--- config.mk ---
export PLATFORM = sky130hd
export DESIGN_NAME = footstep_pose_generator_unit
export DESIGN_NICKNAME = d
export VERILOG_FILES = /design/src/fpg_pkg.sv /design/src/fpg_mac.sv /design/src/fpg_seq.sv /design/src/footstep_pose_generator_unit.sv
export SDC_FILE = /design/constraint.sdc
export NUM_CORES = 2
export LEC_CHECK = 0
export BUFFER_PORTS_ARGS = -buffer_cell sky130_fd_sc_hd__buf_2
export CAP_MARGIN = 10
export CORE_AREA = 8 8 295 297
export CTS_CLUSTER_DIAMETER = 200
export DETAILED_ROUTE_END_ITERATION = 8
export DIE_AREA = 0 0 303 305
export PLACE_DENSITY = 0.64
export SYNTH_ARGS = -nofsm -noshare
export SYNTH_HDL_FRONTEND = slang
export SYNTH_SLANG_ARGS = --single-unit
--- constraint.sdc ---
create_clock -name clk -period 13.1 [get_ports clk]
set_clock_uncertainty 0.1 [all_clocks]
set_input_delay 2.62 -clock clk [delete_from_list [all_inputs] [get_ports clk]]
set_output_delay 2.62 -clock clk [all_outputs]
set_load 0.01 [all_outputs]
--- src/fpg_pkg.sv ---
`default_nettype none
// ----------------------------------------------------------------------------
// fpg_pkg
// shared types and constants of the footstep pose generator
// ----------------------------------------------------------------------------
package fpg_pkg;

  localparam int MAX_STEPS_DEF = 64;
  localparam int STEP_CNT_W    = 7;

  localparam int A_W   = 22;
  localparam int B_W   = 18;
  localparam int ACC_W = A_W + B_W + 1;

  localparam int SEQ_LEN = 12;
  localparam int PH_W    = $clog2(SEQ_LEN);

  typedef enum logic [1:0] {
    MAC_HOLD,
    MAC_LOAD,
    MAC_ADD,
    MAC_SUB
  } mac_op_t;

  typedef enum logic [3:0] {
    OPS_NONE,
    OPS_H_S,
    OPS_H_TC,
    OPS_HC_DX,
    OPS_HS_DY,
    OPS_HS_DX,
    OPS_HC_DY,
    OPS_HC_C,
    OPS_HS_S,
    OPS_HS_C,
    OPS_HC_S
  } ops_t;

  typedef struct packed {
    ops_t    sel;
    mac_op_t op;
    logic    ld_ts;
    logic    ld_d;
    logic    ld_x;
    logic    ld_y;
    logic    ld_nc;
    logic    ld_head;
  } seq_ctl_t;

endpackage
`default_nettype wire

--- src/fpg_mac.sv ---
`default_nettype none
// ----------------------------------------------------------------------------
// fpg_mac
// shared signed multiply-accumulate unit, one product per cycle
// ----------------------------------------------------------------------------
module fpg_mac
  import fpg_pkg::*;
(
  input  logic                    clk,
  input  mac_op_t                 op,
  input  logic signed [A_W-1:0]   opnd_a,
  input  logic signed [B_W-1:0]   opnd_b,
  output logic signed [ACC_W-1:0] acc
);

  logic signed [ACC_W-1:0] prod;
  logic signed [ACC_W-1:0] acc_r;
  logic signed [ACC_W-1:0] acc_nxt;

  assign prod = ACC_W'(opnd_a * opnd_b);

  always_comb begin
    unique case (op)
      MAC_LOAD: acc_nxt = prod;
      MAC_ADD:  acc_nxt = acc_r + prod;
      MAC_SUB:  acc_nxt = acc_r - prod;
      default:  acc_nxt = acc_r;
    endcase
  end

  always_ff @(posedge clk) begin
    acc_r <= acc_nxt;
  end

  assign acc = acc_r;

endmodule
`default_nettype wire

--- src/fpg_seq.sv ---
`default_nettype none
// ----------------------------------------------------------------------------
// fpg_seq
// sequencer that walks the product schedule of one footstep update
// ----------------------------------------------------------------------------
module fpg_seq
  import fpg_pkg::*;
(
  input  logic     clk,
  input  logic     rst_n,
  input  logic     start,
  output seq_ctl_t ctl
);

  logic            run_r;
  logic            run_nxt;
  logic [PH_W-1:0] ph_r;
  logic [PH_W-1:0] ph_nxt;
  logic            ph_end;

  assign ph_end = (ph_r == PH_W'(SEQ_LEN - 1));

  always_comb begin
    run_nxt = run_r;
    ph_nxt  = ph_r;
    if (start) begin
      run_nxt = 1'b1;
      ph_nxt  = '0;
    end else if (run_r) begin
      if (ph_end) begin
        run_nxt = 1'b0;
      end else begin
        ph_nxt = ph_r + PH_W'(1);
      end
    end
  end

  always_ff @(posedge clk) begin
    if (!rst_n) begin
      run_r <= 1'b0;
      ph_r  <= '0;
    end else begin
      run_r <= run_nxt;
      ph_r  <= ph_nxt;
    end
  end

  always_comb begin
    ctl = '{sel: OPS_NONE, op: MAC_HOLD, default: 1'b0};
    if (run_r) begin
      case (ph_r)
        PH_W'(0): begin
          ctl.sel = OPS_H_S;
          ctl.op  = MAC_LOAD;
        end
        PH_W'(1): begin
          ctl.ld_ts = 1'b1;
          ctl.sel   = OPS_H_TC;
          ctl.op    = MAC_LOAD;
        end
        PH_W'(2): begin
          ctl.ld_d = 1'b1;
        end
        PH_W'(3): begin
          ctl.sel = OPS_HC_DX;
          ctl.op  = MAC_LOAD;
        end
        PH_W'(4): begin
          ctl.sel = OPS_HS_DY;
          ctl.op  = MAC_SUB;
        end
        PH_W'(5): begin
          ctl.ld_x = 1'b1;
          ctl.sel  = OPS_HS_DX;
          ctl.op   = MAC_LOAD;
        end
        PH_W'(6): begin
          ctl.sel = OPS_HC_DY;
          ctl.op  = MAC_ADD;
        end
        PH_W'(7): begin
          ctl.ld_y = 1'b1;
          ctl.sel  = OPS_HC_C;
          ctl.op   = MAC_LOAD;
        end
        PH_W'(8): begin
          ctl.sel = OPS_HS_S;
          ctl.op  = MAC_SUB;
        end
        PH_W'(9): begin
          ctl.ld_nc = 1'b1;
          ctl.sel   = OPS_HS_C;
          ctl.op    = MAC_LOAD;
        end
        PH_W'(10): begin
          ctl.sel = OPS_HC_S;
          ctl.op  = MAC_ADD;
        end
        PH_W'(11): begin
          ctl.ld_head = 1'b1;
        end
        default: begin
          ctl.op = MAC_HOLD;
        end
      endcase
    end
  end

endmodule
`default_nettype wire

--- src/footstep_pose_generator_unit.sv ---
`default_nettype none
// ----------------------------------------------------------------------------
// footstep_pose_generator_unit
// an input beat is taken only in idle; it goes to decode, then straight to push for
//   step zero or a finished plan, or through the twelve-phase schedule (ten products
//   on the shared mac) for a later step; push loads the output register and returns to
//   idle, waiting while a held result waits for out_tready
// reset (rst_n low, synchronous): control registers to defaults, pose cleared, plan at step zero
// ----------------------------------------------------------------------------
module footstep_pose_generator_unit
  import fpg_pkg::*;
#(
  parameter int MAX_STEPS = MAX_STEPS_DEF
) (
  input  logic        clk,
  input  logic        rst_n,
  input  logic        in_tvalid,
  output logic        in_tready,
  input  logic [7:0]  in_tdata,   // [0] restart, [7:1] zero
  output logic        out_tvalid,
  input  logic        out_tready,
  output logic [71:0] out_tdata,  // [23:0] pos_x, [47:24] pos_y, [63:48] yaw,
                                  // [64] foot, [70:65] step_no, [71] zero
  output logic        out_tuser,  // [0] valid_res
  output logic        out_tlast,
  input  logic        cfg_valid,
  output logic        cfg_ready,
  input  logic [2:0]  cfg_index,
  input  logic [15:0] cfg_data
);

  localparam int CNT_W = $clog2(MAX_STEPS + 1);
  localparam int LIM_W = (CNT_W > STEP_CNT_W) ? CNT_W : STEP_CNT_W;

  localparam logic signed [17:0] HEAD_ONE = 18'sd65536;
  localparam logic signed [B_W-1:0] TURN_ONE = B_W'(16384);
  localparam logic signed [ACC_W-1:0] RND14 = ACC_W'(2 ** 13);
  localparam logic signed [ACC_W-1:0] RND15 = ACC_W'(2 ** 14);
  localparam logic signed [ACC_W-1:0] RND16 = ACC_W'(2 ** 15);

  typedef enum logic [2:0] {
    CFG_STEP_LENGTH,
    CFG_FOOT_SPACING,
    CFG_TURN_COS,
    CFG_TURN_SIN,
    CFG_TURN_ANGLE,
    CFG_STEP_COUNT,
    CFG_FIRST_FOOT
  } cfg_idx_t;

  typedef enum logic [3:0] {
    S_IDLE = 4'b0001,
    S_DEC  = 4'b0010,
    S_RUN  = 4'b0100,
    S_PUSH = 4'b1000
  } state_t;

  function automatic logic signed [23:0] sat_pos(input logic signed [25:0] v);
    if (v > 26'sd8388607) begin
      sat_pos = 24'sh7FFFFF;
    end else if (v < -26'sd8388608) begin
      sat_pos = 24'sh800000;
    end else begin
      sat_pos = v[23:0];
    end
  endfunction

  function automatic logic signed [17:0] sat_head(input logic signed [26:0] v);
    if (v > 27'sd131071) begin
      sat_head = 18'sh1FFFF;
    end else if (v < -27'sd131072) begin
      sat_head = 18'sh20000;
    end else begin
      sat_head = v[17:0];
    end
  endfunction

  // configuration registers
  logic signed [15:0] step_length_r;
  logic        [15:0] foot_spacing_r;
  logic signed [15:0] turn_cos_r;
  logic signed [15:0] turn_sin_r;
  logic        [15:0] turn_angle_r;
  logic        [6:0]  step_count_r;
  logic               first_foot_r;

  // pose and plan state
  state_t             state_r, state_nxt;
  logic signed [23:0] acc_x_r, acc_x_nxt;
  logic signed [23:0] acc_y_r, acc_y_nxt;
  logic signed [17:0] head_cos_r, head_cos_nxt;
  logic signed [17:0] head_sin_r, head_sin_nxt;
  logic        [15:0] acc_yaw_r, acc_yaw_nxt;
  logic [CNT_W-1:0]   steps_r, steps_nxt;
  logic               next_foot_r, next_foot_nxt;
  logic               fin_r, fin_nxt;

  // step temporaries
  logic signed [19:0] ts_r, ts_nxt;
  logic signed [19:0] dx_r, dx_nxt;
  logic signed [19:0] dy_r, dy_nxt;
  logic signed [17:0] nc_r, nc_nxt;

  // output register
  logic        out_valid_r, out_valid_nxt;
  logic [71:0] out_data_r, out_data_nxt;
  logic        out_user_r, out_user_nxt;
  logic        out_last_r, out_last_nxt;

  seq_ctl_t                ctl;
  logic                    seq_start;
  logic signed [A_W-1:0]   opnd_a;
  logic signed [B_W-1:0]   opnd_b;
  logic signed [ACC_W-1:0] acc;

  logic [LIM_W-1:0]   cnt_ext;
  logic [LIM_W-1:0]   max_ext;
  logic [LIM_W-1:0]   lim;
  logic [LIM_W-1:0]   steps_ext;
  logic               plan_fin;
  logic               is_last;
  logic [15:0]        half_sp;
  logic signed [A_W-1:0] h_ext;
  logic signed [B_W-1:0] tcm;
  logic signed [19:0] l_ext;
  logic signed [19:0] h20;
  logic signed [ACC_W-1:0] r14_full;
  logic signed [ACC_W-1:0] r15_full;
  logic signed [ACC_W-1:0] r16_full;
  logic signed [25:0] r16_ext;
  logic               in_beat;
  logic               out_free;

  assign in_tready  = (state_r == S_IDLE);
  assign in_beat    = in_tvalid && in_tready;
  assign cfg_ready  = 1'b1;
  assign out_free   = !out_valid_r || out_tready;
  assign out_tvalid = out_valid_r;
  assign out_tdata  = out_data_r;
  assign out_tuser  = out_user_r;
  assign out_tlast  = out_last_r;

  always_ff @(posedge clk) begin
    if (!rst_n) begin
      step_length_r  <= 16'sd328;
      foot_spacing_r <= 16'd6554;
      turn_cos_r     <= 16'sd16384;
      turn_sin_r     <= 16'sd0;
      turn_angle_r   <= 16'd0;
      step_count_r   <= 7'd20;
      first_foot_r   <= 1'b0;
    end else if (cfg_valid && cfg_ready) begin
      case (cfg_index)
        CFG_STEP_LENGTH:  step_length_r  <= cfg_data;
        CFG_FOOT_SPACING: foot_spacing_r <= cfg_data;
        CFG_TURN_COS:     turn_cos_r     <= cfg_data;
        CFG_TURN_SIN:     turn_sin_r     <= cfg_data;
        CFG_TURN_ANGLE:   turn_angle_r   <= cfg_data;
        CFG_STEP_COUNT:   step_count_r   <= cfg_data[6:0];
        CFG_FIRST_FOOT:   first_foot_r   <= cfg_data[0];
        default:          ;
      endcase
    end
  end

  // plan length and step position
  assign cnt_ext   = LIM_W'(step_count_r);
  assign max_ext   = LIM_W'(MAX_STEPS);
  assign lim       = (cnt_ext > max_ext) ? max_ext : cnt_ext;
  assign steps_ext = LIM_W'(steps_r);
  assign plan_fin  = (steps_ext >= lim);
  assign is_last   = ((steps_ext + LIM_W'(1)) == lim);
  assign half_sp   = 16'((17'(foot_spacing_r) + 17'd1) >> 1);

  // operand selection for the shared unit
  assign h_ext = $signed({{(A_W - 16){1'b0}}, foot_spacing_r});
  assign tcm   = $signed(B_W'(TURN_ONE)) - B_W'(turn_cos_r);

  always_comb begin
    opnd_a = '0;
    opnd_b = '0;
    case (ctl.sel)
      OPS_H_S: begin
        opnd_a = h_ext;
        opnd_b = B_W'(turn_sin_r);
      end
      OPS_H_TC: begin
        opnd_a = h_ext;
        opnd_b = tcm;
      end
      OPS_HC_DX: begin
        opnd_a = A_W'(dx_r);
        opnd_b = B_W'(head_cos_r);
      end
      OPS_HS_DY: begin
        opnd_a = A_W'(dy_r);
        opnd_b = B_W'(head_sin_r);
      end
      OPS_HS_DX: begin
        opnd_a = A_W'(dx_r);
        opnd_b = B_W'(head_sin_r);
      end
      OPS_HC_DY: begin
        opnd_a = A_W'(dy_r);
        opnd_b = B_W'(head_cos_r);
      end
      OPS_HC_C: begin
        opnd_a = A_W'(turn_cos_r);
        opnd_b = B_W'(head_cos_r);
      end
      OPS_HS_S: begin
        opnd_a = A_W'(turn_sin_r);
        opnd_b = B_W'(head_sin_r);
      end
      OPS_HS_C: begin
        opnd_a = A_W'(turn_cos_r);
        opnd_b = B_W'(head_sin_r);
      end
      OPS_HC_S: begin
        opnd_a = A_W'(turn_sin_r);
        opnd_b = B_W'(head_cos_r);
      end
      default: begin
        opnd_a = '0;
        opnd_b = '0;
      end
    endcase
  end

  fpg_seq u_seq (
    .clk   (clk),
    .rst_n (rst_n),
    .start (seq_start),
    .ctl   (ctl)
  );

  fpg_mac u_mac (
    .clk    (clk),
    .op     (ctl.op),
    .opnd_a (opnd_a),
    .opnd_b (opnd_b),
    .acc    (acc)
  );

  // round half up by arithmetic shift
  assign r14_full = (acc + RND14) >>> 14;
  assign r15_full = (acc + RND15) >>> 15;
  assign r16_full = (acc + RND16) >>> 16;
  assign r16_ext  = r16_full[25:0];
  assign l_ext    = 20'(step_length_r);
  assign h20      = $signed({4'b0000, foot_spacing_r});

  always_comb begin
    state_nxt     = state_r;
    acc_x_nxt     = acc_x_r;
    acc_y_nxt     = acc_y_r;
    head_cos_nxt  = head_cos_r;
    head_sin_nxt  = head_sin_r;
    acc_yaw_nxt   = acc_yaw_r;
    steps_nxt     = steps_r;
    next_foot_nxt = next_foot_r;
    fin_nxt       = fin_r;
    ts_nxt        = ts_r;
    dx_nxt        = dx_r;
    dy_nxt        = dy_r;
    nc_nxt        = nc_r;
    out_valid_nxt = out_valid_r;
    out_data_nxt  = out_data_r;
    out_user_nxt  = out_user_r;
    out_last_nxt  = out_last_r;
    seq_start     = 1'b0;

    if (out_valid_r && out_tready) begin
      out_valid_nxt = 1'b0;
    end

    if (ctl.ld_ts) begin
      ts_nxt = r15_full[19:0];
    end
    if (ctl.ld_d) begin
      if (next_foot_r) begin
        dx_nxt = l_ext + ts_r;
        dy_nxt = r15_full[19:0] - h20;
      end else begin
        dx_nxt = l_ext - ts_r;
        dy_nxt = h20 - r15_full[19:0];
      end
    end
    if (ctl.ld_x) begin
      acc_x_nxt = sat_pos(26'(acc_x_r) + r16_ext);
    end
    if (ctl.ld_y) begin
      acc_y_nxt = sat_pos(26'(acc_y_r) + r16_ext);
    end
    if (ctl.ld_nc) begin
      nc_nxt = sat_head(r14_full[26:0]);
    end
    if (ctl.ld_head) begin
      head_cos_nxt = nc_r;
      head_sin_nxt = sat_head(r14_full[26:0]);
      acc_yaw_nxt  = acc_yaw_r + turn_angle_r;
    end

    unique case (state_r)
      S_IDLE: begin
        if (in_beat) begin
          if (in_tdata[0]) begin
            acc_x_nxt     = '0;
            acc_y_nxt     = '0;
            head_cos_nxt  = HEAD_ONE;
            head_sin_nxt  = '0;
            acc_yaw_nxt   = '0;
            steps_nxt     = '0;
            next_foot_nxt = first_foot_r;
          end
          state_nxt = S_DEC;
        end
      end
      S_DEC: begin
        if (plan_fin) begin
          fin_nxt   = 1'b1;
          state_nxt = S_PUSH;
        end else if (steps_r == '0) begin
          fin_nxt       = 1'b0;
          acc_x_nxt     = '0;
          acc_y_nxt     = first_foot_r ? -24'(half_sp) : 24'(half_sp);
          head_cos_nxt  = HEAD_ONE;
          head_sin_nxt  = '0;
          acc_yaw_nxt   = '0;
          next_foot_nxt = first_foot_r;
          state_nxt     = S_PUSH;
        end else begin
          fin_nxt   = 1'b0;
          seq_start = 1'b1;
          state_nxt = S_RUN;
        end
      end
      S_RUN: begin
        if (ctl.ld_head) begin
          state_nxt = S_PUSH;
        end
      end
      S_PUSH: begin
        if (out_free) begin
          out_valid_nxt = 1'b1;
          if (fin_r) begin
            out_data_nxt = '0;
            out_user_nxt = 1'b0;
            out_last_nxt = 1'b0;
          end else begin
            out_data_nxt  = {1'b0, steps_ext[5:0], next_foot_r, acc_yaw_r,
                             acc_y_r, acc_x_r};
            out_user_nxt  = 1'b1;
            out_last_nxt  = is_last;
            steps_nxt     = steps_r + CNT_W'(1);
            next_foot_nxt = ~next_foot_r;
          end
          state_nxt = S_IDLE;
        end
      end
      default: begin
        state_nxt = S_IDLE;
      end
    endcase
  end

  always_ff @(posedge clk) begin
    if (!rst_n) begin
      state_r     <= S_IDLE;
      acc_x_r     <= '0;
      acc_y_r     <= '0;
      head_cos_r  <= HEAD_ONE;
      head_sin_r  <= '0;
      acc_yaw_r   <= '0;
      steps_r     <= '0;
      next_foot_r <= 1'b0;
      fin_r       <= 1'b0;
      out_valid_r <= 1'b0;
    end else begin
      state_r     <= state_nxt;
      acc_x_r     <= acc_x_nxt;
      acc_y_r     <= acc_y_nxt;
      head_cos_r  <= head_cos_nxt;
      head_sin_r  <= head_sin_nxt;
      acc_yaw_r   <= acc_yaw_nxt;
      steps_r     <= steps_nxt;
      next_foot_r <= next_foot_nxt;
      fin_r       <= fin_nxt;
      out_valid_r <= out_valid_nxt;
    end
  end

  always_ff @(posedge clk) begin
    ts_r       <= ts_nxt;
    dx_r       <= dx_nxt;
    dy_r       <= dy_nxt;
    nc_r       <= nc_nxt;
    out_data_r <= out_data_nxt;
    out_user_r <= out_user_nxt;
    out_last_r <= out_last_nxt;
  end

endmodule
`default_nettype wire
# After elaboration in Yosys (flattened, before gate mapping)
# Index checks and enable logic that the tools add are counted.
# word_totals
regBits	400
inputBits	32
# classes
n_addsub	17
n_mul	1
order_cmp	8
eq_ne	42
mux	81
bitwise	3
n_reduce_logical	33
# op_table
cell	count
$mux 24	15
$mux 18	12
$pmux 41 s3	1
$pmux 22 s5	1
$pmux 24 s2	2
$mux 16	5
$pmux 18 s2	2
$pmux 18 s4	1
$add 24x25->26	2
$gt 26x24->1 const B	2
$lt 26x24->1 const B	2
$add 41x15->41 const B	1
$add 41x17->41 const B	1
$add 41x40->41	1
$sub 41x40->41	1
$mul 22x18->40	1
$mux 20	2
$pmux 4 s10	1
$sub 16x20->20	2
$eq 4x3->1 const B	9
$add 35x16->35 const B	1
$mux 7	5
$eq 4x4->1 const B	8
$pmux 16 s2	1
other kinds (45)	106

# Longest topological paths before layout
# logic_depth
depth_word	10
mapped_depth	51
depth_no_buf	45

# Hierarchy
# Synthesis repeated with hierarchy kept, for this count alone.
# unflattened
hier_cells	4736
area_unflattened_um2	41712.5
# modules_own_cells
mod	instances	cells_each	area_each_um2
footstep_pose_generator_unit	1	2476	22043.6
fpg_mac	1	2201	19219.7
fpg_seq	1	59	449.2

# Worst setup path before layout
# No wires, ideal clock.
# synth_path
kind	register to register
startpoint	reg u_seq.ph_r[0]
endpoint	reg u_mac.acc_r[40] (netlist: u_mac.acc[40]) (data pin)
setup_time_ns	0.257
arrival_time_ns	11.709
setup_slack_ns	1.035
stages_incl_launch_ff	46
path_buffers	3
period_less_slack_ns	12.065
path_cell_list	dfxtp_1 -> inv_1 -> ha_1 -> buf_2 -> nor3_1 -> o21ai_0 -> and3_1 -> clkbuf_1 -> a21oi_1 -> clkbuf_1 -> and2_1 -> a2111oi_0 -> nor2_1 -> fa_1 -> inv_1 -> fa_1 -> fa_1 -> fa_1 -> [... 10 more ...] -> o311ai_2 -> and4b_1 -> o21ai_0 -> nand2b_4 -> nand2_1 -> xor2_1 -> ha_1 -> a21o_1 -> a211oi_1 -> a21oi_1 -> and4_1 -> o21ai_0 -> a21oi_1 -> o211ai_1 -> a21boi_1 -> or3_1 -> a21o_1 -> o2bb2ai_1
# synth_between
elab_chain_len	9
# synth_lines
item	line	text
start, declared	fpg_seq.sv:17	logic [PH_W-1:0] ph_r;
start signal, assigned	fpg_seq.sv:44	ph_r <= ph_nxt;
$eq 4x4->1 (tied with other cells)	fpg_seq.sv:51	case (ph_r)
$pmux 4 s10	fpg_seq.sv:51	
$mux 12 (*)	fpg_seq.sv:50	if (run_r) begin
$eq 4x4->1 (tied with other cells)	footstep_pose_generator_unit.sv:182	case (ctl.sel)
$reduce_or 4->1 (no source line) or $reduce_or 2->1 (tied branches)	-	
$pmux 18 s4 or $pmux 22 s5 (tied branches)	footstep_pose_generator_unit.sv:182	
$mul 22x18->40	fpg_mac.sv:20	assign prod = ACC_W'(opnd_a * opnd_b);
$sub 41x40->41 or $add 41x40->41 (tied branches)	fpg_mac.sv:26, fpg_mac.sv:25	
$pmux 41 s3 (*)	fpg_mac.sv:23	unique case (op)
net u_mac.acc_nxt[40]	fpg_mac.sv:18	logic signed [ACC_W-1:0] acc_nxt;
end signal, assigned	fpg_mac.sv:32	acc_r <= acc_nxt;
end, declared	fpg_mac.sv:17	logic signed [ACC_W-1:0] acc_r;
# Mark *: on every way through the listed nets, which the timed path passes. The rest lies on a longest branch.
# A chain may end at the register's enable or synchronous reset.

# Final worst setup path
# Ends and elaborated chain as after synthesis.

==> summary.md <==
| Metric | Value |
|---|---|
| Pin count of the biggest net entering global routing | 104 |
| Area delta synth->final | 8.06% |
| Critical path type | flop to flop |
| Port bufs | 99 |
| Boundary Pins | 109 |
| Full die area | 92400 sq um |
| Net Sw Power | 648 uW |
| Vias in the first global route | 32225 |
| Clock Path Buffers | 3 |
| Clock sink count | 399 |
| VDD IR max | 0.0896 mV |
| FF+latch count, synth | roughly 400 |
| Design Area, Final | 44200 sq um |
| YS warnings | 0 |
| First-pass GRT wire length | 187000 microns |
| CTS-repair resized insts | 0 |
| Syn nets | 5400 |
| Routed vias | 33341 |
| Most used DFF post-synth | dfxtp_1 |
| Final Cycle Share | 94.4% |
| Post-synthesis sequential area ratio | between 20% and 30% |
| Met3 Use GR | 3.98% |
| CP required | 13340 ps |
| TritonCTS Buffers | 44 |
| Die Span X | 303 microns |
| Synth Cell Area | 40900 sq um |
| DR DRC count | 0 |
| CTS clk-pin slew, worst paths | 60 ps |
| Met2 Usage GRT | approximately 40% |
| DR iter-0 viols | 2853 |
| CP Capture Type | flop |
| Crit path launch | u_seq.ph_r[0]$_SDFFE_PP0P_ |
| HPWL after DPL | around 93000 microns |
| Share of cells above drive strength 1 | 7.77% |
| Actual slew at the worst max-slew pin | 1140 ps |
| H-tree Lvls | 2 |
| Worst Hold Path Cells | 2 |
| Cell Rows | 106 |
| Post-CTS setup buffers | 0 |
| Critical path startpoint category | flop |
| Drt wl/cell | 20.4 microns |
| Setup TNS | 0 ps |
| Detail Route Antenna Nets | 0 |
| Crit Reg-Reg Startpoint | u_seq.ph_r[0]$_SDFFE_PP0P_ |
| Initial antenna violation count | 2 |
| Number of antenna repair diodes | 0 |
| Grt peak-use layer | met2 |
| Commonest cells after routing, fill and taps aside | 620 x nand2_1, 560 x inv_1, 399 x nor2_1 |
| Sw frac | about a quarter |
| Cell Pwr Density | 61.3 nW/um^2 |
| Avg Inst Size Synth | 8.67 sq um |
| Min cycle time layout | 12370 ps |
| Hold Crit Class | flop to flop |
| CP peak stage delay | 920 ps |
| Clock power share | about 47% |
| Fill count | approximately 7700 |
| Root buffer cell | clkbuf_16 |
| Die Ht | 305 microns |
| Gr usage total | 25.6% |
| Leakage | roughly 0.019 uW |
| Hold Crit Start | head_cos_r[11]$_SDFF_PN0_ |
| Most used cell along the critical path | fa_1 |
| Max-slew violation count | 0 |
| Met1 usage | 36.8% |
| Crit Path Max Fanout | 15 |
| Max_cap viols | 0 |
| Nets | ~5400 |
| Post-Synthesis Cells | 4715 |
| Area after DPL | approximately 43000 sq um |
| Final Hold Vio Count | 0 |
| Fraction of registers with async set/reset | 0% |
| Number of setup violations in the final report | 0 |
| Drt first pass iters | 6 |
| Int Pwr | 2060 uW |
| Post-synth EDFFs | 192 |
| Commonest non-fill, non-tap cell in the layout | nand2_1 |
| Starting Density | a little under 50% |
| RePlAce Congestion | 0.932 |
| Fmax | 80.8 MHz |
| Netlist cell types | 108 |
| Unrepaired setup endpoints after global routing | no |
| Combinational Power Share | 4.5% |
| Sequential Power Share | 48.7% |
| Run status | completed |
| Slowest library cell on the worst path | a221oi_2 |
| Avg Vias per Cell | 5.69 |
| CTS hold repair buffers | 0 |
| Total Wirelength | 119000 microns |
| Core area | a little over 80000 sq um |
| Critical Path AT | 12610 ps |
| Max-slew headroom | roughly a quarter |
| Clk_lat worst skew | around 600 ps |
| CTS tree | yes |
| Worst r2r path cells | 39 |
| Gr ovfl total | 0 |
## synth_stat cells (23+ instances only)
cell,n,share of area (%)
a22o_1,23,0.49
nand2_1,621,5.7
a21boi_0,84,1.5
dfxtp_1,207,10
a31oi_1,34,0.52
nor2_1,402,3.7
and2_1,45,0.69
ha_1,276,8.5
nor3_1,70,0.86
nand3_1,86,1.1
nand4_1,26,0.40
a21oi_1,268,3.3
fa_1,377,18
inv_1,560,5.1
xor2_1,121,2.6
o21ai_0,165,2.0
a21o_1,87,1.6
edfxtp_1,192,14
nor2b_1,98,1.5
xnor2_1,212,4.5
a211oi_1,29,0.53
o21a_1,26,0.48
nand2b_1,62,0.95
clkbuf_1,182,1.7
o21bai_1,39,0.72
and3_1,43,0.66
## power groups by stage
stage / Sequential, uW / Clock [uW] / Combinational (uW)
after CTS: 1320 / 1290 / 120
after floorplan: 1340 / 0 / 83.0
after global routing: 1320 / 1330 / 134
after global placement: 1340 / 0 / 119
after detailed placement: 1340 / 0 / 120
final: 1320 / 1270 / 122
## path summary, 6_finish.rpt
path / to / slack [ps]
worst min register to register: head_cos_r[11]$_SDFF_PN0_ / 360
worst max-delay path: u_mac.acc[40]$_DFFE_PP_ / 730
worst min-delay path: head_cos_r[11]$_SDFF_PN0_ / 360
worst max register to register: u_mac.acc[40]$_DFFE_PP_ / 730
## state kept, by name, summed over array words and instances (netlist names), 20 cells and up
register and count:
acc_x_r 24, ts_r 20, dx_r 20, acc_y_r 24
u_mac.acc 41, out_tdata 71, dy_r 20
## cells by family (layout without fill, tap and decap cells)
logic type      count (synthesis)  in the layout  synth area share [%]
buf+inv                       773            833                  7.20
other cells                     2              2                0.0184
compound gates                979            979                  16.2
fa+ha+maj                     653            653                  26.9
mux                            15             15                 0.374
flops                         399            399                  24.3
simple gates                 1557           1557                  17.6
xor+xnor                      337            337                  7.37
## per-layer routing
layer  wire, microns  up-vias
met3            8990      193
met5               0        -
met4            3610        0
li1                -    15813
met2           53100     1122
met1           53500    16213
## cell type report
class	instances	area (sq um)	area share, %
clock buffer	54	1190	2.69
inverter	560	2100	4.76
multi-input combinational	3543	28200	63.8
tap	1080	1350	3.06
timing repair buffer	191	1190	2.69
sequential	399	9910	22.4
clock inverter	28	253	0.572
## critical path: cells and delay by family (launching register included)
family	cells	cell delay, ps
fa+ha+maj	9	4370
compound gates	16	4170
simple gates	7	1970
buf+inv	5	600
xor+xnor	2	550
flops	1	340
## metrics by stage
stage / worst slack, ps / utilization, % / total power [uW] / instances / hold slack (ps)
2_1_floorplan: 1030 / - / 1420 / 4715 / 333
3_3_place_gp: 1070 / 51.7 / 1460 / 5773 / 341
3_5_place_dp: 938 / 51.7 / 1460 / 5773 / 345
6_report: 731 / 53.4 / 2710 / 5855 / 358
4_1_cts: 856 / 53.4 / 2720 / 5855 / 357
5_1_grt: 45.7 / 53.4 / 2780 / 5855 / 366
(Power assumes the default switching activity.)
